File: src/rtl/core/assert_macros.svh
// Assertion macros for the deframer RTL.
// No dependencies; include by bare file name.
`ifndef ASSERT_MACROS_SVH
`define ASSERT_MACROS_SVH

// Same-cycle implication, masked while reset is asserted.
`define ASSERT_IMPLIES(label, clk, rst_n, ante, cons) \
  label: assert property (@(posedge clk) disable iff (!rst_n) (ante) |-> (cons)) \
    else $error("deframer assertion failed (same cycle)");

// Next-cycle implication, masked while reset is asserted.
`define ASSERT_NEXT(label, clk, rst_n, ante, cons) \
  label: assert property (@(posedge clk) disable iff (!rst_n) (ante) |=> (cons)) \
    else $error("deframer assertion failed (next cycle)");

`endif

File: src/rtl/core/dfcd_pkg.sv
// Types, character codes and helpers for the dollar-framed deframer.
// No dependencies; used by every other file of the block but assert_macros.svh.
`timescale 1ns / 1ps

package dfcd_pkg;

  localparam int BYTE_W           = 8;
  localparam int FRAME_LEN_W      = 7;
  localparam int CAPACITY_DEFAULT = 64;

  localparam logic [BYTE_W-1:0] CH_START  = 8'h24;  // '$'
  localparam logic [BYTE_W-1:0] CH_LF     = 8'h0A;
  localparam logic [BYTE_W-1:0] CH_CR     = 8'h0D;
  localparam logic [BYTE_W-1:0] CH_STAR   = 8'h2A;  // '*'
  localparam logic [BYTE_W-1:0] CH_MARK   = 8'h26;  // '&'
  localparam logic [BYTE_W-1:0] SUM_GOOD  = 8'hFF;
  localparam int                MIN_BYTES = 3;

  localparam logic KIND_DATA   = 1'b0;
  localparam logic KIND_REJECT = 1'b1;

  typedef enum logic [1:0] {
    ST_IDLE,
    ST_COLLECT,
    ST_JUDGE,
    ST_EMIT
  } state_t;

  typedef struct packed {
    logic                   result_kind;
    logic [BYTE_W-1:0]      payload_byte;
    logic [FRAME_LEN_W-1:0] frame_length;
    logic                   last_of_frame;
  } result_t;

  typedef struct packed {
    state_t                 state;
    logic [FRAME_LEN_W-1:0] count;
  } ctrl_stat_t;

  function automatic logic is_term(input logic [BYTE_W-1:0] b);
    return b inside {CH_LF, CH_CR, CH_STAR};
  endfunction

endpackage

File: src/rtl/core/dfcd_if.sv
// Valid/ready channel interfaces of the deframer: bytes in, results out, config.
// Depends on dfcd_pkg for field widths.
`timescale 1ns / 1ps

interface dfcd_byte_if;
  logic                          valid;
  logic                          ready;
  logic [dfcd_pkg::BYTE_W-1:0]   rx_byte;
  modport source (output valid, output rx_byte, input ready);
  modport sink   (input valid, input rx_byte, output ready);
endinterface

interface dfcd_result_if;
  logic                             valid;
  logic                             ready;
  logic                             result_kind;
  logic [dfcd_pkg::BYTE_W-1:0]      payload_byte;
  logic [dfcd_pkg::FRAME_LEN_W-1:0] frame_length;
  logic                             last_of_frame;
  modport source (output valid, output result_kind, output payload_byte,
                  output frame_length, output last_of_frame, input ready);
  modport sink   (input valid, input result_kind, input payload_byte,
                  input frame_length, input last_of_frame, output ready);
endinterface

interface dfcd_cfg_if;
  logic valid;
  logic ready;
  logic marker_bypass_enable;
  modport source (output valid, output marker_bypass_enable, input ready);
  modport sink   (input valid, input marker_bypass_enable, output ready);
endinterface

File: src/rtl/core/dfcd_store.sv
// Payload store: one write port, one read port, registered read data.
// Depends on dfcd_pkg for the byte width.
`timescale 1ns / 1ps

module dfcd_store #(
  parameter int DEPTH = dfcd_pkg::CAPACITY_DEFAULT
) (
  input  logic                        clk,
  input  logic                        wr_en,
  input  logic [$clog2(DEPTH)-1:0]    wr_addr,
  input  logic [dfcd_pkg::BYTE_W-1:0] wr_data,
  input  logic                        rd_en,
  input  logic [$clog2(DEPTH)-1:0]    rd_addr,
  output logic [dfcd_pkg::BYTE_W-1:0] rd_data
);

  logic [dfcd_pkg::BYTE_W-1:0] mem [DEPTH];
  logic [dfcd_pkg::BYTE_W-1:0] rd_data_r;

  always_ff @(posedge clk) begin
    if (wr_en) begin
      mem[wr_addr] <= wr_data;
    end
  end

  // Hold the last read word until the next read is issued.
  always_ff @(posedge clk) begin
    if (rd_en) begin
      rd_data_r <= mem[rd_addr];
    end
  end

  assign rd_data = rd_data_r;

endmodule

File: src/rtl/core/dfcd_ctrl.sv
// Frame sequencer: collects bytes into the store, judges the frame, reads it out or reports a reject.
// Depends on dfcd_pkg and the byte channel interface in dfcd_if.
`timescale 1ns / 1ps

module dfcd_ctrl #(
  parameter int CAPACITY = dfcd_pkg::CAPACITY_DEFAULT
) (
  input  logic                         clk,
  input  logic                         rst_n,
  dfcd_byte_if.sink                    in_ch,
  input  logic                         bypass,
  output logic                         wr_en,
  output logic [$clog2(CAPACITY)-1:0]  wr_addr,
  output logic [dfcd_pkg::BYTE_W-1:0]  wr_data,
  output logic                         rd_en,
  output logic [$clog2(CAPACITY)-1:0]  rd_addr,
  input  logic [dfcd_pkg::BYTE_W-1:0]  rd_data,
  input  logic                         slot_free,
  output logic                         load,
  output dfcd_pkg::result_t            load_data,
  output dfcd_pkg::ctrl_stat_t         stat
);

  localparam int AW    = $clog2(CAPACITY);
  localparam int CNT_W = $clog2(CAPACITY + 1);

  dfcd_pkg::state_t            state_r, state_nxt;
  logic [CNT_W-1:0]            count_r, count_nxt;
  logic [CNT_W-1:0]            rd_cnt_r, rd_cnt_nxt;
  logic [dfcd_pkg::BYTE_W-1:0] sum_r, sum_nxt;
  logic [dfcd_pkg::BYTE_W-1:0] last_r, last_nxt;
  logic                        ovf_r, ovf_nxt;

  logic accept, is_start, is_term, short_frame, has_room, frame_ok, emit_last;

  assign in_ch.ready = (state_r == dfcd_pkg::ST_IDLE) || (state_r == dfcd_pkg::ST_COLLECT);
  assign accept      = in_ch.valid && in_ch.ready;
  assign is_start    = (in_ch.rx_byte == dfcd_pkg::CH_START);
  assign is_term     = dfcd_pkg::is_term(in_ch.rx_byte);
  assign short_frame = count_r < CNT_W'(dfcd_pkg::MIN_BYTES);
  assign has_room    = count_r < CNT_W'(CAPACITY);
  assign frame_ok    = !ovf_r && ((sum_r == dfcd_pkg::SUM_GOOD) ||
                                  (bypass && (last_r == dfcd_pkg::CH_MARK)));
  assign emit_last   = (rd_cnt_r + CNT_W'(1)) == count_r;

  // Next state.
  always_comb begin
    state_nxt = state_r;
    case (state_r)
      dfcd_pkg::ST_IDLE, dfcd_pkg::ST_COLLECT: begin
        if (accept) begin
          if (is_start) begin
            state_nxt = dfcd_pkg::ST_COLLECT;
          end else if (is_term) begin
            state_nxt = short_frame ? dfcd_pkg::ST_IDLE : dfcd_pkg::ST_JUDGE;
          end
        end
      end
      dfcd_pkg::ST_JUDGE: begin
        if (frame_ok) begin
          state_nxt = dfcd_pkg::ST_EMIT;
        end else if (slot_free) begin
          state_nxt = dfcd_pkg::ST_IDLE;
        end
      end
      dfcd_pkg::ST_EMIT: begin
        if (slot_free && emit_last) begin
          state_nxt = dfcd_pkg::ST_IDLE;
        end
      end
      default: state_nxt = dfcd_pkg::ST_IDLE;
    endcase
  end

  // Outputs and frame registers.
  always_comb begin
    count_nxt  = count_r;
    rd_cnt_nxt = rd_cnt_r;
    sum_nxt    = sum_r;
    last_nxt   = last_r;
    ovf_nxt    = ovf_r;
    wr_en      = 1'b0;
    rd_en      = 1'b0;
    load       = 1'b0;
    load_data  = '{result_kind:   dfcd_pkg::KIND_DATA,
                   payload_byte:  rd_data,
                   frame_length:  dfcd_pkg::FRAME_LEN_W'(count_r),
                   last_of_frame: emit_last};
    case (state_r)
      dfcd_pkg::ST_IDLE, dfcd_pkg::ST_COLLECT: begin
        if (accept) begin
          if (is_start) begin
            count_nxt = '0;
            sum_nxt   = '0;
            ovf_nxt   = 1'b0;
          end else if (!is_term && (state_r == dfcd_pkg::ST_COLLECT)) begin
            if (has_room) begin
              wr_en     = 1'b1;
              count_nxt = count_r + CNT_W'(1);
              sum_nxt   = sum_r + in_ch.rx_byte;
              last_nxt  = in_ch.rx_byte;
            end else begin
              ovf_nxt = 1'b1;
            end
          end
        end
      end
      dfcd_pkg::ST_JUDGE: begin
        if (frame_ok) begin
          rd_cnt_nxt = '0;
          rd_en      = 1'b1;
        end else if (slot_free) begin
          load                    = 1'b1;
          load_data.result_kind   = dfcd_pkg::KIND_REJECT;
          load_data.payload_byte  = '0;
          load_data.last_of_frame = 1'b1;
          count_nxt               = '0;
          sum_nxt                 = '0;
          ovf_nxt                 = 1'b0;
        end
      end
      dfcd_pkg::ST_EMIT: begin
        if (slot_free) begin
          load = 1'b1;
          if (emit_last) begin
            count_nxt = '0;
            sum_nxt   = '0;
            ovf_nxt   = 1'b0;
          end else begin
            // Fetch the next byte while this one goes out.
            rd_cnt_nxt = rd_cnt_r + CNT_W'(1);
            rd_en      = 1'b1;
          end
        end
      end
      default: ;
    endcase
  end

  // Reads and writes never meet on one entry: writes only while collecting,
  // reads only while judging and emitting.
  assign wr_addr = count_r[AW-1:0];
  assign wr_data = in_ch.rx_byte;
  assign rd_addr = rd_cnt_nxt[AW-1:0];

  assign stat = '{state: state_r, count: dfcd_pkg::FRAME_LEN_W'(count_r)};

  always_ff @(posedge clk) begin
    if (!rst_n) begin
      state_r  <= dfcd_pkg::ST_IDLE;
      count_r  <= '0;
      rd_cnt_r <= '0;
      sum_r    <= '0;
      ovf_r    <= 1'b0;
    end else begin
      state_r  <= state_nxt;
      count_r  <= count_nxt;
      rd_cnt_r <= rd_cnt_nxt;
      sum_r    <= sum_nxt;
      ovf_r    <= ovf_nxt;
    end
  end

  always_ff @(posedge clk) begin
    last_r <= last_nxt;
  end

endmodule

File: src/rtl/core/dfcd_outreg.sv
// Output holding register: decouples the sequencer from a stalling receiver.
// Depends on dfcd_pkg and dfcd_result_if.
`timescale 1ns / 1ps

module dfcd_outreg (
  input  logic              clk,
  input  logic              rst_n,
  input  logic              load,
  input  dfcd_pkg::result_t load_data,
  output logic              slot_free,
  dfcd_result_if.source     out_ch
);

  logic              valid_r, valid_nxt;
  dfcd_pkg::result_t data_r;

  assign slot_free = !valid_r || out_ch.ready;

  always_comb begin
    valid_nxt = valid_r;
    if (load) begin
      valid_nxt = 1'b1;
    end else if (out_ch.ready) begin
      valid_nxt = 1'b0;
    end
  end

  always_ff @(posedge clk) begin
    if (!rst_n) begin
      valid_r <= 1'b0;
    end else begin
      valid_r <= valid_nxt;
    end
  end

  always_ff @(posedge clk) begin
    if (load) begin
      data_r <= load_data;
    end
  end

  assign out_ch.valid         = valid_r;
  assign out_ch.result_kind   = data_r.result_kind;
  assign out_ch.payload_byte  = data_r.payload_byte;
  assign out_ch.frame_length  = data_r.frame_length;
  assign out_ch.last_of_frame = data_r.last_of_frame;

endmodule

File: src/rtl/core/dollar_framed_checksum_deframer_core.sv
// Dollar-framed checksum deframer, top level.
// in_ch takes one received byte per word. '$' opens a frame; following bytes
// are written into the payload store. A line feed, carriage return or '*'
// closes a frame of three or more bytes: it is accepted when its byte sum is
// 0xFF, or, with the bypass bit set, when its last byte is '&'.
// out_ch gives an accepted frame as one word per stored byte (last_of_frame
// on the final one), or a single reject word for a failing or overfull frame.
// cfg_ch writes the bypass bit; write it only while the block is idle.
// Flow: ordinary bytes are taken whenever the sequencer is idle or
// collecting. A closing byte parks the input for the judge state plus the
// read-out. The judge state reads the first stored byte (a reject word is
// loaded there instead); the emit state loads it into the output register,
// then one word a cycle while the output register has room, each next byte
// fetched from the store while the current one goes out.
// Stalls: an output register holds the pending word; the read-out waits for
// it and the input stays parked until the frame is out. Between frames
// ordinary bytes keep flowing in. Reset (rst_n low, synchronous) returns to
// idle with the bypass bit set; the store is not cleared.
`timescale 1ns / 1ps
`include "assert_macros.svh"

module dollar_framed_checksum_deframer_core #(
  parameter int PAYLOAD_CAPACITY = dfcd_pkg::CAPACITY_DEFAULT
) (
  input  logic          clk,
  input  logic          rst_n,
  dfcd_byte_if.sink     in_ch,
  dfcd_result_if.source out_ch,
  dfcd_cfg_if.sink      cfg_ch
);

  localparam int AW = $clog2(PAYLOAD_CAPACITY);

  logic                        bypass_r, bypass_nxt;
  logic                        wr_en, rd_en, slot_free, load;
  logic [AW-1:0]               wr_addr, rd_addr;
  logic [dfcd_pkg::BYTE_W-1:0] wr_data, rd_data;
  dfcd_pkg::result_t           load_data;
  dfcd_pkg::ctrl_stat_t        stat;

  // Configuration: always ready, take the bypass bit on each write.
  assign cfg_ch.ready = 1'b1;
  assign bypass_nxt   = cfg_ch.valid ? cfg_ch.marker_bypass_enable : bypass_r;

  always_ff @(posedge clk) begin
    if (!rst_n) begin
      bypass_r <= 1'b1;
    end else begin
      bypass_r <= bypass_nxt;
    end
  end

  dfcd_store #(
    .DEPTH (PAYLOAD_CAPACITY)
  ) u_store (
    .clk     (clk),
    .wr_en   (wr_en),
    .wr_addr (wr_addr),
    .wr_data (wr_data),
    .rd_en   (rd_en),
    .rd_addr (rd_addr),
    .rd_data (rd_data)
  );

  dfcd_ctrl #(
    .CAPACITY (PAYLOAD_CAPACITY)
  ) u_ctrl (
    .clk       (clk),
    .rst_n     (rst_n),
    .in_ch     (in_ch),
    .bypass    (bypass_r),
    .wr_en     (wr_en),
    .wr_addr   (wr_addr),
    .wr_data   (wr_data),
    .rd_en     (rd_en),
    .rd_addr   (rd_addr),
    .rd_data   (rd_data),
    .slot_free (slot_free),
    .load      (load),
    .load_data (load_data),
    .stat      (stat)
  );

  dfcd_outreg u_outreg (
    .clk       (clk),
    .rst_n     (rst_n),
    .load      (load),
    .load_data (load_data),
    .slot_free (slot_free),
    .out_ch    (out_ch)
  );

  // Never overwrite a word the receiver has not taken.
  `ASSERT_IMPLIES(a_no_overwrite, clk, rst_n, out_ch.valid && !out_ch.ready, !load)
  // The fill count stays within the store.
  `ASSERT_IMPLIES(a_count_bound, clk, rst_n, 1'b1,
                  stat.count <= dfcd_pkg::FRAME_LEN_W'(PAYLOAD_CAPACITY))
  // A final result always hands control back to idle.
  `ASSERT_NEXT(a_last_to_idle, clk, rst_n, load && load_data.last_of_frame,
               stat.state == dfcd_pkg::ST_IDLE)
  // A close of at least MIN_BYTES bytes always goes to judgement.
  `ASSERT_NEXT(a_close_judged, clk, rst_n,
               in_ch.valid && in_ch.ready && dfcd_pkg::is_term(in_ch.rx_byte) &&
               (stat.count >= dfcd_pkg::FRAME_LEN_W'(dfcd_pkg::MIN_BYTES)),
               stat.state == dfcd_pkg::ST_JUDGE)

endmodule

File: src/flat_wrapper.sv
// flat-port wrapper written by rule: the top's interface ports become plain ports
module dollar_framed_checksum_deframer_core_flat 
#(
  parameter int PAYLOAD_CAPACITY = dfcd_pkg::CAPACITY_DEFAULT
)
  (clk, rst_n, in_ch_valid, in_ch_rx_byte, in_ch_ready, out_ch_valid, out_ch_result_kind, out_ch_payload_byte, out_ch_frame_length, out_ch_last_of_frame, out_ch_ready, cfg_ch_valid, cfg_ch_marker_bypass_enable, cfg_ch_ready);
  dfcd_byte_if in_ch_i ();
  dfcd_result_if out_ch_i ();
  dfcd_cfg_if cfg_ch_i ();
  input  logic clk;
  input  logic rst_n;
  input wire logic [$bits(in_ch_i.valid)-1:0] in_ch_valid;
  input wire logic [$bits(in_ch_i.rx_byte)-1:0] in_ch_rx_byte;
  output wire logic [$bits(in_ch_i.ready)-1:0] in_ch_ready;
  output wire logic [$bits(out_ch_i.valid)-1:0] out_ch_valid;
  output wire logic [$bits(out_ch_i.result_kind)-1:0] out_ch_result_kind;
  output wire logic [$bits(out_ch_i.payload_byte)-1:0] out_ch_payload_byte;
  output wire logic [$bits(out_ch_i.frame_length)-1:0] out_ch_frame_length;
  output wire logic [$bits(out_ch_i.last_of_frame)-1:0] out_ch_last_of_frame;
  input wire logic [$bits(out_ch_i.ready)-1:0] out_ch_ready;
  input wire logic [$bits(cfg_ch_i.valid)-1:0] cfg_ch_valid;
  input wire logic [$bits(cfg_ch_i.marker_bypass_enable)-1:0] cfg_ch_marker_bypass_enable;
  output wire logic [$bits(cfg_ch_i.ready)-1:0] cfg_ch_ready;
  assign in_ch_i.valid = in_ch_valid;
  assign in_ch_i.rx_byte = in_ch_rx_byte;
  assign in_ch_ready = in_ch_i.ready;
  assign out_ch_valid = out_ch_i.valid;
  assign out_ch_result_kind = out_ch_i.result_kind;
  assign out_ch_payload_byte = out_ch_i.payload_byte;
  assign out_ch_frame_length = out_ch_i.frame_length;
  assign out_ch_last_of_frame = out_ch_i.last_of_frame;
  assign out_ch_i.ready = out_ch_ready;
  assign cfg_ch_i.valid = cfg_ch_valid;
  assign cfg_ch_i.marker_bypass_enable = cfg_ch_marker_bypass_enable;
  assign cfg_ch_ready = cfg_ch_i.ready;
  dollar_framed_checksum_deframer_core #(.PAYLOAD_CAPACITY(PAYLOAD_CAPACITY)) u_core (.clk(clk), .rst_n(rst_n), .in_ch(in_ch_i), .out_ch(out_ch_i), .cfg_ch(cfg_ch_i));
endmodule
File: config.mk
export PLATFORM = sky130hd
export DESIGN_NAME = dollar_framed_checksum_deframer_core_flat
export DESIGN_NICKNAME = d
export VERILOG_FILES = /design/src/rtl/core/dfcd_pkg.sv /design/src/rtl/core/dfcd_if.sv /design/src/rtl/core/dfcd_store.sv /design/src/rtl/core/dfcd_ctrl.sv /design/src/rtl/core/dfcd_outreg.sv /design/src/rtl/core/dollar_framed_checksum_deframer_core.sv /design/src/flat_wrapper.sv
export VERILOG_INCLUDE_DIRS = /design/src /design/src/rtl/core
export SDC_FILE = /design/constraint.sdc
export NUM_CORES = 1
export LEC_CHECK = 0
export BUFFER_PORTS_ARGS = -buffer_cell sky130_fd_sc_hd__buf_2
export CORE_MARGIN = 3
export CORE_UTILIZATION = 30
export CTS_BUF_LIST = sky130_fd_sc_hd__clkbuf_8
export CTS_CLUSTER_DIAMETER = 40
export DETAILED_ROUTE_END_ITERATION = 12
export GPL_TIMING_DRIVEN = 0
export HOLD_SLACK_MARGIN = 0.05
export PLACE_DENSITY = 0.41
export SLEW_MARGIN = 20
export SYNTH_ARGS = -nofsm -noshare
export SYNTH_HDL_FRONTEND = slang
export SYNTH_SLANG_ARGS = --single-unit
File: constraint.sdc
create_clock -name clk -period 3.85 [get_ports clk]
set_input_delay 0.1925 -clock clk [delete_from_list [all_inputs] [get_ports clk]]
set_output_delay 0.1925 -clock clk [all_outputs]
set_load 0.02 [all_outputs]
# Word-level counts from Yosys, hierarchy flattened
# Memory sizes are Yosys's and may differ from the RTL's. A register that Yosys moved wholly into a read port is not among the register bits.
# Cells that the tools add are included.
# op_classes
add_sub_neg	3
order_cmp	2
n_eq_ne	23
mux	61
bitwise_logic	2
n_reduce_logical	22
# ops
op	count
$mux 8	10
$mux 7	11
$mux 1	25
$eq 8x6->1 const B	3
$pmux 8 s3	1
$pmux 7 s3	1
$eq 8x4->1 const B	2
$ne 2x2->1 const B	8
$ne 3x3->1 const B	5
$add 7x1->7 const B	2
$mux 2	7
$pmux 7 s2	1
$reduce_and 7->1	2
$mux 9	1
$add 8x8->8	1
$eq 8x8->1 const B	1
$reduce_and 4->1	2
$eq 7x7->1	1
$lt 7x2->1 const B	1
$lt 7x7->1 const B	1
$pmux 2 s3	1
$logic_and 1x1->1	5
$reduce_and 5->1	1
$eq 2x2->1 const B	2
10 further kinds	18
# word_totals
register_bits	52
ramBits	512
out_inout_bits	20
word_cells	127
memories	1
# memory_table
name	depth	word_bits	read_ports	rd_ports_with_merged_regs	wr	line_no	text
u_core.u_store.mem	64	8	1	1	1	dfcd_store.sv:17	logic [dfcd_pkg::BYTE_W-1:0] mem [DEPTH];

# Longest topological paths before layout
# Gate-level depths: netlist (run 1).
# depth
depth_word	10
ltp_mapped	16
depth_no_buf	11

# Hierarchy
# A second synthesis (run 1) with hierarchy kept.
# unflattened
cells_unflattened	1281
area_unflattened_um2	23298.6
# by_module_without_submodules
mod	n_inst	cells_each	area_each_um2	seq_area_each_um2
dfcd_store	1	962	20205.6	15615.0
dfcd_ctrl	1	293	2488.6	740.7
dfcd_outreg	1	21	559.3	530.5
dollar_framed_checksum_deframer_core	1	5	45.0	20.0

# Worst setup path before layout (run 1)
# Ideal clock, no wire load.
# synth_timing
path_kind	flip-flop to flip-flop
from	reg u_core.u_ctrl.rd_cnt_r[0]
to	reg u_core.u_store.rd_data_r, in the netlist u_core.u_store.rd_data[6] (read register of u_core.u_store.mem) (data pin)
t_arrival_ns	3.076
required_ns	3.581
slack_ns	0.506
stages_incl_launch_ff	16
period_less_slack_ns	3.344
path_cell_list	dfxtp_1 > ha_1 > buf_2 > o21ba_1 > a221oi_2 > o22ai_2 > o21ai_4 > buf_6 > mux2_4 > buf_4 > buf_4 > a21oi_1 > nand2_1 > a32o_1 > o311ai_1 > o31ai_1
# synth_between
elab_chain_cells	5
word_cells_on_any_way	9
classes_between	1 x add/sub; 1 x eq/ne; 7 x mux
# synth_rtl
item	line_no	text
from (decl)	dfcd_ctrl.sv:29	logic [CNT_W-1:0] rd_cnt_r, rd_cnt_nxt;
from (signal assigned)	dfcd_ctrl.sv:158	rd_cnt_r <= rd_cnt_nxt;
$add 7x1->7	dfcd_ctrl.sv:44, dfcd_ctrl.sv:131	
$eq 7x7->1	dfcd_ctrl.sv:44	assign emit_last = (rd_cnt_r + CNT_W'(1)) == count_r;
$mux 7 / $mux 1 (equally long branches)	dfcd_ctrl.sv:125	if (emit_last) begin
$mux 7 / $mux 1 (equally long branches)	dfcd_ctrl.sv:123	if (slot_free) begin
$pmux 7 s2 / $pmux 1 s2 (equally long branches)	dfcd_ctrl.sv:89	case (state_r)
to (decl)	dfcd_store.sv:18	logic [dfcd_pkg::BYTE_W-1:0] rd_data_r;
# Parallel ways exist; a longest one is shown, timed or not. The select of a mux whose other input is x is not followed.
# A chain may end at the register's enable or synchronous reset.

# Worst setup path after layout (run 1)
# layout_timing
from	in in_ch_rx_byte[0]
to	mem u_core.u_store.mem[53][0] (netlist bit) (enable)
# layout_between
elab_chain_cells	10
word_cells_on_any_way	13
classes_between	4 x eq/ne; 6 x mux; 3 x reduce/logical
# layout_rtl
item	line_no	text
from (decl)	flat_wrapper.sv:13	input wire logic [$bits(in_ch_i.rx_byte)-1:0] in_ch_rx_byte;
$eq 8x4->1 / $eq 8x6->1 (equally long branches)	dfcd_pkg.sv:42	return b inside {CH_LF, CH_CR, CH_STAR};
$reduce_bool 3->1	dfcd_pkg.sv:42	
$logic_not 1->1	dfcd_ctrl.sv:96	end else if (!is_term && (state_r == dfcd_pkg::ST_COLLECT)) begin
$logic_and 1x1->1	dfcd_ctrl.sv:96	
$mux 1	dfcd_ctrl.sv:96	
$mux 1 (*)	dfcd_ctrl.sv:92	if (is_start) begin
$mux 1 (*)	dfcd_ctrl.sv:91	if (accept) begin
$mux 1 (*)	dfcd_ctrl.sv:89	
$mux 1 (*)	dfcd_store.sv:21	if (wr_en) begin
$mux 1 (implied by the code) (*)	dfcd_store.sv:22	mem[wr_addr] <= wr_data;
to (decl)	dfcd_store.sv:17	
# Mark *: on every way between the ends. The rest lies on a longest branch, timed or not.

==> results of run 1 <==
## worst register-to-register path, delay by kind of cell (launching register included)
family                   cells  cell delay, ps
flip-flops                   1             380
AO/OA/AOI/OAI                8            1830
adder cells (fa/ha/maj)      1             200
multiplexers                 1             390
buffers and inverters        4             650
AND/OR/NAND/NOR              1             150
## per-stage QoR
step                power, mW  TNS (ps)  hold WS (ps)
global placement        7.097   -452060         392.4
CTS                     13.28         0         159.0
global route            13.58    -27870         236.3
detailed placement      7.116    -69070         398.7
finish                  13.13    -544.7         234.9
floorplan               6.956         0         254.4
## report_power, final
part           switching [mW]  internal (mW)  total, mW
Combinational           0.144         0.0479      0.192
Sequential           0.000858           6.81       6.81
Clock                    2.65           3.48       6.13
## kinds of logic (layout without fill, tap and decap cells)
logic type               Yosys count  count (layout)  synth area share (%)
AND/OR/NAND/NOR                  777             777                 13.48
flip-flops                       572             572                 68.97
AO/OA/AOI/OAI                    385             385                 10.91
buffers and inverters            141             410                 2.807
multiplexers                      62              62                 2.629
XOR/XNOR                          18              18                0.6431
adder cells (fa/ha/maj)           10              10                0.5411
other                              1               4               0.01530
## flip-flops by register name, summed over array words and instances, names as in the netlist
name,count
u_core.bypass_r,1
u_core.u_ctrl.count_r,7
u_core.u_ctrl.last_r,8
u_core.u_ctrl.ovf_r,1
u_core.u_ctrl.rd_cnt_r,7
u_core.u_ctrl.state_r,2
u_core.u_ctrl.sum_r,8
u_core.u_outreg.out_ch.frame_length,7
u_core.u_outreg.out_ch.last_of_frame,1
u_core.u_outreg.out_ch.payload_byte,8
u_core.u_outreg.out_ch.result_kind,1
u_core.u_outreg.out_ch.valid,1
u_core.u_store.mem,512
u_core.u_store.rd_data,8
## layout make-up
| class | count | area share (%) |
|---|---|---|
| flip-flops and latches | 572 | 56.64 |
| clock buffers | 114 | 5.253 |
| inverters | 8 | 0.1005 |
| repair buffers | 73 | 2.446 |
| well taps | 1060 | 4.441 |
| diodes | 3 | 0.02514 |
| clock inverters | 87 | 2.204 |
| multi-input cells | 1253 | 25.79 |
| plain buffers | 128 | 3.100 |
## final timing paths
| check | cells past startpoint | to | from | slack [ps] |
|---|---|---|---|---|
| max | 12 | u_core.u_store.mem[53][0] | in_ch_rx_byte[0] | -40 |
| min | 4 | u_core.bypass_r | cfg_ch_marker_bypass_enable | 230 |
| max reg2reg | 15 | u_core.u_store.rd_data[3] | u_core.u_ctrl.rd_cnt_r[0] | -10 |
| min reg2reg | 0 | u_core.u_outreg.out_ch.frame_length[4] | u_core.u_ctrl.count_r[4] | 470 |
## layout by cell type (no fill, tap or decap), types with 48 or more instances in the layout
cell,count
buf_2,48
a21oi_1,71
nand2_1,445
edfxtp_1,545
clkbuf_8,119
mux2i_1,57
o21ai_0,64
buf_4,56
nor2_1,100
nand3_1,120
## repair_timing
action                     CTS  global route
setup endpoints to repair    9           322
cloned                       1             0
gates resized for setup    199            78
pin swaps                   31            19
hold buffers                14             0
hold endpoints to repair   176             0
buffers inserted            10             8
## per-layer routing
| layer | share of wire (%) | vias up | routed length [microns] |
|---|---|---|---|
| li1 | - | 7792 | - |
| met1 | 45 | 8833 | 38040 |
| met2 | 47 | 499 | 39850 |
| met3 | 5.4 | 146 | 4608 |
| met4 | 3.1 | 0 | 2645 |
| met5 | 0 | - | 0 |
==> results.md, run 1 <==
- Post-Syn Instances: 1966
- Register area share after synthesis: 68.97%
- Dpl cell area: 26220 sq um
- DR pass1 iterations: 5
- Count leader, synth: edfxtp_1
- Syn-to-layout area delta: 21.85%
- Setup slack at placement: -1347 ps
- CTS Buf Count: 112
- Crit start category: primary input
- Synth Register Bits: 572
- Top cell family by delay on the critical path: simple AND/OR/NAND/NOR gates
- Met2 usage: 31.87%
- GRT Util Overall: 19.62%
- Min cycle time layout: 3894 ps
- Vias per cell: 5.237
- Core Rows: 104
- HP Class: primary input to flip-flop
- Crit path arrival time: 4220 ps
- CP required: 4180 ps
- Total Wirelength: 85140 microns
- Most common cell on crit path: nor2_1
- DRT antenna net count: 0
- Starting Density: 30.38%
- Final slew viol count: 0
- Remaining Overflow, GRT: 0
- PD cells: 439.6 nW/um^2
- Top-Level Pins: 34
- CTS tree: yes
- CP Capture Type: flip-flop
- Outcome: finished, violations left
- Largest net degree at the start of global routing: 68
- Crit Path Class: primary input to flip-flop
- Clock Sink Count: 572
- HPWL Detailed: 58070 microns
- EDFF count, synth: 545
- Register area: 16920 sq um
- Layout Nets: 2172
- Routed len/inst: 25.82 microns
- Synth Cell Area: 24510 sq um
- Finished Layout Cells: 3298
- Worst-skew pair later-pin latency: 720 ps
- Max_cap viols: 0
- Commonest cells in the netlist: edfxtp_1 (545), nand2_1 (447), nand3_1 (126)
- Violated checks: negative setup slack
- Gpl congestion: 0.8781
- Post-route cell area: 29870 sq um
- Global routing usage on met1: 26.98%
- Final setup viols: 34
- Peak Freq: 256.8 MHz
- H-tree depth: 3
- DIE WIDTH: 291.8 microns
- Multi-input gate area: 7702 sq um
- CP max stage delay: 830 ps
- Drt drc: 0
- First-pass GRT wire length: 121100 microns
- Final hold vios: 0
- PortBufs: 32
- Crit-path max FO: 45
- # fillers: 7882
- GR Util met3: 3.210%
- Clk root buf: clkbuf_8
- Unrepaired setup endpoints after global routing: true
- Post-synth ARST share: 0%
- Tightest Pin Transition: 1221 ps
- Top_reg_cell synth: edfxtp_1
- Initial antenna violation count: 3
- Slew margin rel.: 18.63%
- Clock Skew: 33.81 ps
- Die Y: 291.8 microns
- Placed cell count: 3066
- DR iter-0 viols: 1352
- CP max-delay cell: nor2_1
- Peak-usage layer in the global routing report: met2
- Routed via count: 17270
- Die ar.: 85170 sq um
- Yosys top cell area share: 66.77%
- Syn. warnings: 0
- Buffers and inverters on the worst path: 4
- Unique cell type count in the Yosys netlist: 75
- Final core occ: 37.02%
- Core Box Area: 80680 sq um
- Layout cells sized above 1: 20.58%
- Mean cell area of the mapped netlist: 12.47 sq um
- Top cells by area, synth: edfxtp_1 (67%), nand2_1 (6.8%), nand3_1 (2.6%)
- Clock transition at the registers of the reported paths: 50 ps
- Worst path cell trace: dlygate4sd3_1, buf_4, buf_12, nor3b_1, o211ai_1, nand2_1, nor2_1, and3_1, clkbuf_1, nor2b_1, nand3_1, nor2_1
- Leakage power: 9.829 nW
- Final WS setup: -43.76 ps
- Yosys top cell by area: edfxtp_1
- VDD IR max: 0.2664 mV
- Synthesized net count: 1990
- Vias in the first global route: 17196
- Clock Path Buffers: 3
- Fin crit share: 101.1%
Power figures use the tool's default switching activity.
==> inputs of run 2 (changes only) <==
--- a/config.mk
+++ b/config.mk
@@ -14,7 +14,7 @@
 export DETAILED_ROUTE_END_ITERATION = 12
 export GPL_TIMING_DRIVEN = 0
 export HOLD_SLACK_MARGIN = 0.05
-export PLACE_DENSITY = 0.41
+export PLACE_DENSITY = 0.42
 export SLEW_MARGIN = 20
 export SYNTH_ARGS = -nofsm -noshare
 export SYNTH_HDL_FRONTEND = slang
==> constraint.sdc (replaced) <==
create_clock -name clk -period 3.15 [get_ports clk]
set_input_delay 0.1575 -clock clk [delete_from_list [all_inputs] [get_ports clk]]
set_output_delay 0.1575 -clock clk [all_outputs]
set_load 0.02 [all_outputs]
==> run 2 against run 1 <==
Net effect: the flow finishes with violations (max-capacitance violations, max-slew violations, negative setup slack); flip-flop and latch count unchanged; first-iteration DRC count up 23%; setup slack worse by 450 ps; routed wire length rose by 7.1%; die area is the same; sequential share of layout area fell by 3.2 points; largest power group unchanged; largest cell class unchanged; power is 23% higher; utilization increased by 2.2 points; global-route usage up 1.3 points; register-to-register slack got worse by 480 ps; final area increased by 5.9%; clock skew down 1.5 ps.
==> results.md, run 2 (same netlist as run 1, synthesis figures left out) <==
- Layout Nets: 2218
- Dpl cell area: 26290 sq um
- Placed cell count: 3066
- Clk root buf: clkbuf_8
- Sw frac: 21.86%
- Reg with most FFs: u_core.u_store.mem
- CTS Buf Count: 113
- Violated checks: max-capacitance violations, max-slew violations, negative setup slack
- CP Capture Type: flip-flop
- Gpl congestion: 0.8498
- Die ar.: 85170 sq um
- DIE WIDTH: 291.8 microns
- Worst-skew pair later-pin latency: 720 ps
- Tightest Pin Transition: 1568 ps
- Vias in the first global route: 17265
- Top-Level Pins: 34
- Die Y: 291.8 microns
- Buffers and inverters on the worst path: 4
- DR iter-0 viols: 1665
- Logic gate share of total power: 1.9%
- HPWL Detailed: 58530 microns
- CP required: 3620 ps
- CTS tree: yes
- Crit path arrival time: 4110 ps
- Peak Freq: 274.6 MHz
- NetSw: 3.521 mW
- Worst r2r path cells: 13
- Part of the power in the clock network: 46.4%
- Worst Hold Slack: 113.3 ps
- DRT antenna net count: 0
- Final WS setup: -491.1 ps
- Routed len/inst: 27.25 microns
- Leakage power: 10.37 nW
- Worst path cell trace: and4_1, a21oi_1, o22ai_2, o21ai_4, buf_12, bufbuf_16, buf_8, o22ai_4, nor2_4, buf_6, a22oi_2, nand2_1, a32o_2
- Finished Layout Cells: 3346
- PD cells: 509.1 nW/um^2
- Pint: 12.59 mW
- VDD IR max: 0.3124 mV
- Hold Crit Depth: 3
- Syn-to-layout area delta: 29.06%
- PortBufs: 32
- Clock Skew: 32.31 ps
- Clock Sink Count: 572
- Unrepaired setup endpoints after global routing: true
- Clock Path Buffers: 3
- Core Box Area: 80680 sq um
- Post-route setup TNS: -11690 ps
- Vias per cell: 5.282
- Crit-path max FO: 10
- Fin crit share: 115.6%
- CP max stage delay: 540 ps
- Final setup viols: 72
- Largest register FFs: 512
- DR pass1 iterations: 5
- CP max-delay cell: dfxtp_1
- Post-route cell area: 31640 sq um
- Core Rows: 104
- Remaining Overflow, GRT: 0
- Total Wirelength: 91170 microns
- Outcome: finished, violations left
- Commonest non-fill, non-tap cell in the layout: edfxtp_1
- HP Class: primary input to flip-flop
- Final hold vios: 0
- Slew margin rel.: -4.541%
- Max_cap viols: 3
- Min cycle time layout: 3641 ps
- Drt drc: 0
- Layout cells sized above 1: 27.16%
- Crit Path Class: flip-flop to flip-flop
- First-pass GRT wire length: 128400 microns
- Initial antenna violation count: 6
- Most frequent cells in the layout: edfxtp_1 (545), nand2_1 (442), clkbuf_8 (119), nand3_1 (95), o21ai_0 (63)
- Sequential share of power: 51.6%
- Crit start category: flip-flop
- Final slew viol count: 26
- # fillers: 7732
- GRT Util Overall: 20.95%
- Cell count along the critical path: 13
- H-tree depth: 3
- Starting Density: 30.38%
- Clock transition at the registers of the reported paths: 60 ps
- Routed via count: 17674
- Top cell family by delay on the critical path: compound AO/OA/AOI/OAI gates
- Total power: 16.11 mW
- Largest net degree at the start of global routing: 59
-- run 2: changes by cell type in the layout (fill, tap and decap cells not counted), moves of 7 or more --
cell      delta
a22oi_2      +9
a22oi_1      -9
buf_2       -11
nand3_2     +20
clkinv_2     -7
nor2_4      +43
buf_12      +26
nand3_1     -25
buf_6       +15
a21oi_1     -11
nor2_1      -44
-- run 2: final timing paths --
check / start / end / slack, ps
worst max register to register: u_core.u_ctrl.rd_cnt_r[3] / u_core.u_store.rd_data[2] / -490
worst max-delay path: u_core.u_ctrl.rd_cnt_r[3] / u_core.u_store.rd_data[2] / -490
worst min register to register: u_core.u_ctrl.count_r[5] / u_core.u_outreg.out_ch.frame_length[5] / 440
worst min-delay path: in_ch_rx_byte[0] / u_core.u_store.mem[17][0] / 110
-- run 2: per-stage QoR --
stage,utilization [%],setup slack [ps]
6_report,39.21,-491.1
5_1_grt,39.20,-520.1
4_1_cts,38.18,-410.5
3_5_place_dp,32.59,-1672
3_3_place_gp,32.32,-1855
2_1_floorplan,-,-15.00
-- run 2: final cells by class --
| type | instances | area (sq um) | share of cell area [%] |
|---|---|---|---|
| flip-flops and latches | 572 | 16920 | 53.48 |
| repair buffers | 118 | 1366 | 4.319 |
| clock inverters | 86 | 649.4 | 2.053 |
| inverters | 8 | 30.03 | 0.09492 |
| multi-input cells | 1253 | 8572 | 27.10 |
| diodes | 7 | 17.52 | 0.05537 |
| plain buffers | 128 | 1185 | 3.745 |
| well taps | 1060 | 1326 | 4.192 |
| clock buffers | 114 | 1569 | 4.960 |
-- run 2: repair_timing --
item,CTS,global route
setup endpoints to repair,242,529
hold buffers,31,0
cloned,3,0
pin swaps,56,39
endpoints found under the hold margin,268,0
buffers inserted,27,17
gates resized for setup,351,159
-- run 2: power by group through the flow --
| stage | registers [mW] | logic (mW) | clock network (mW) |
|---|---|---|---|
| floorplan | 8.48 | 0.0246 | 0 |
| global placement | 8.48 | 0.194 | 0 |
| detailed placement | 8.47 | 0.224 | 0 |
| CTS | 8.32 | 0.320 | 7.64 |
| global route | 8.31 | 0.333 | 8.00 |
| finish | 8.32 | 0.313 | 7.48 |
-- run 2: worst reg2reg max path: cells and delay by family, from the launching register on --
| family | cells | cell delay, ps |
|---|---|---|
| buf+inv | 4 | 780 |
| simple gates | 3 | 630 |
| compound gates | 6 | 1450 |
| flops | 1 | 540 |
-- run 2: metal layers --
layer | share of wire (%) | track usage (%) | vias to the layer above | wire length [microns]
li1 | - | - | 7901 | -
met1 | 44 | 29.37 | 8996 | 40010
met2 | 46 | 33.65 | 633 | 42110
met3 | 7.0 | 3.841 | 140 | 6378
met4 | 2.9 | 5.286 | 4 | 2645
met5 | 0.036 | 0 | - | 33
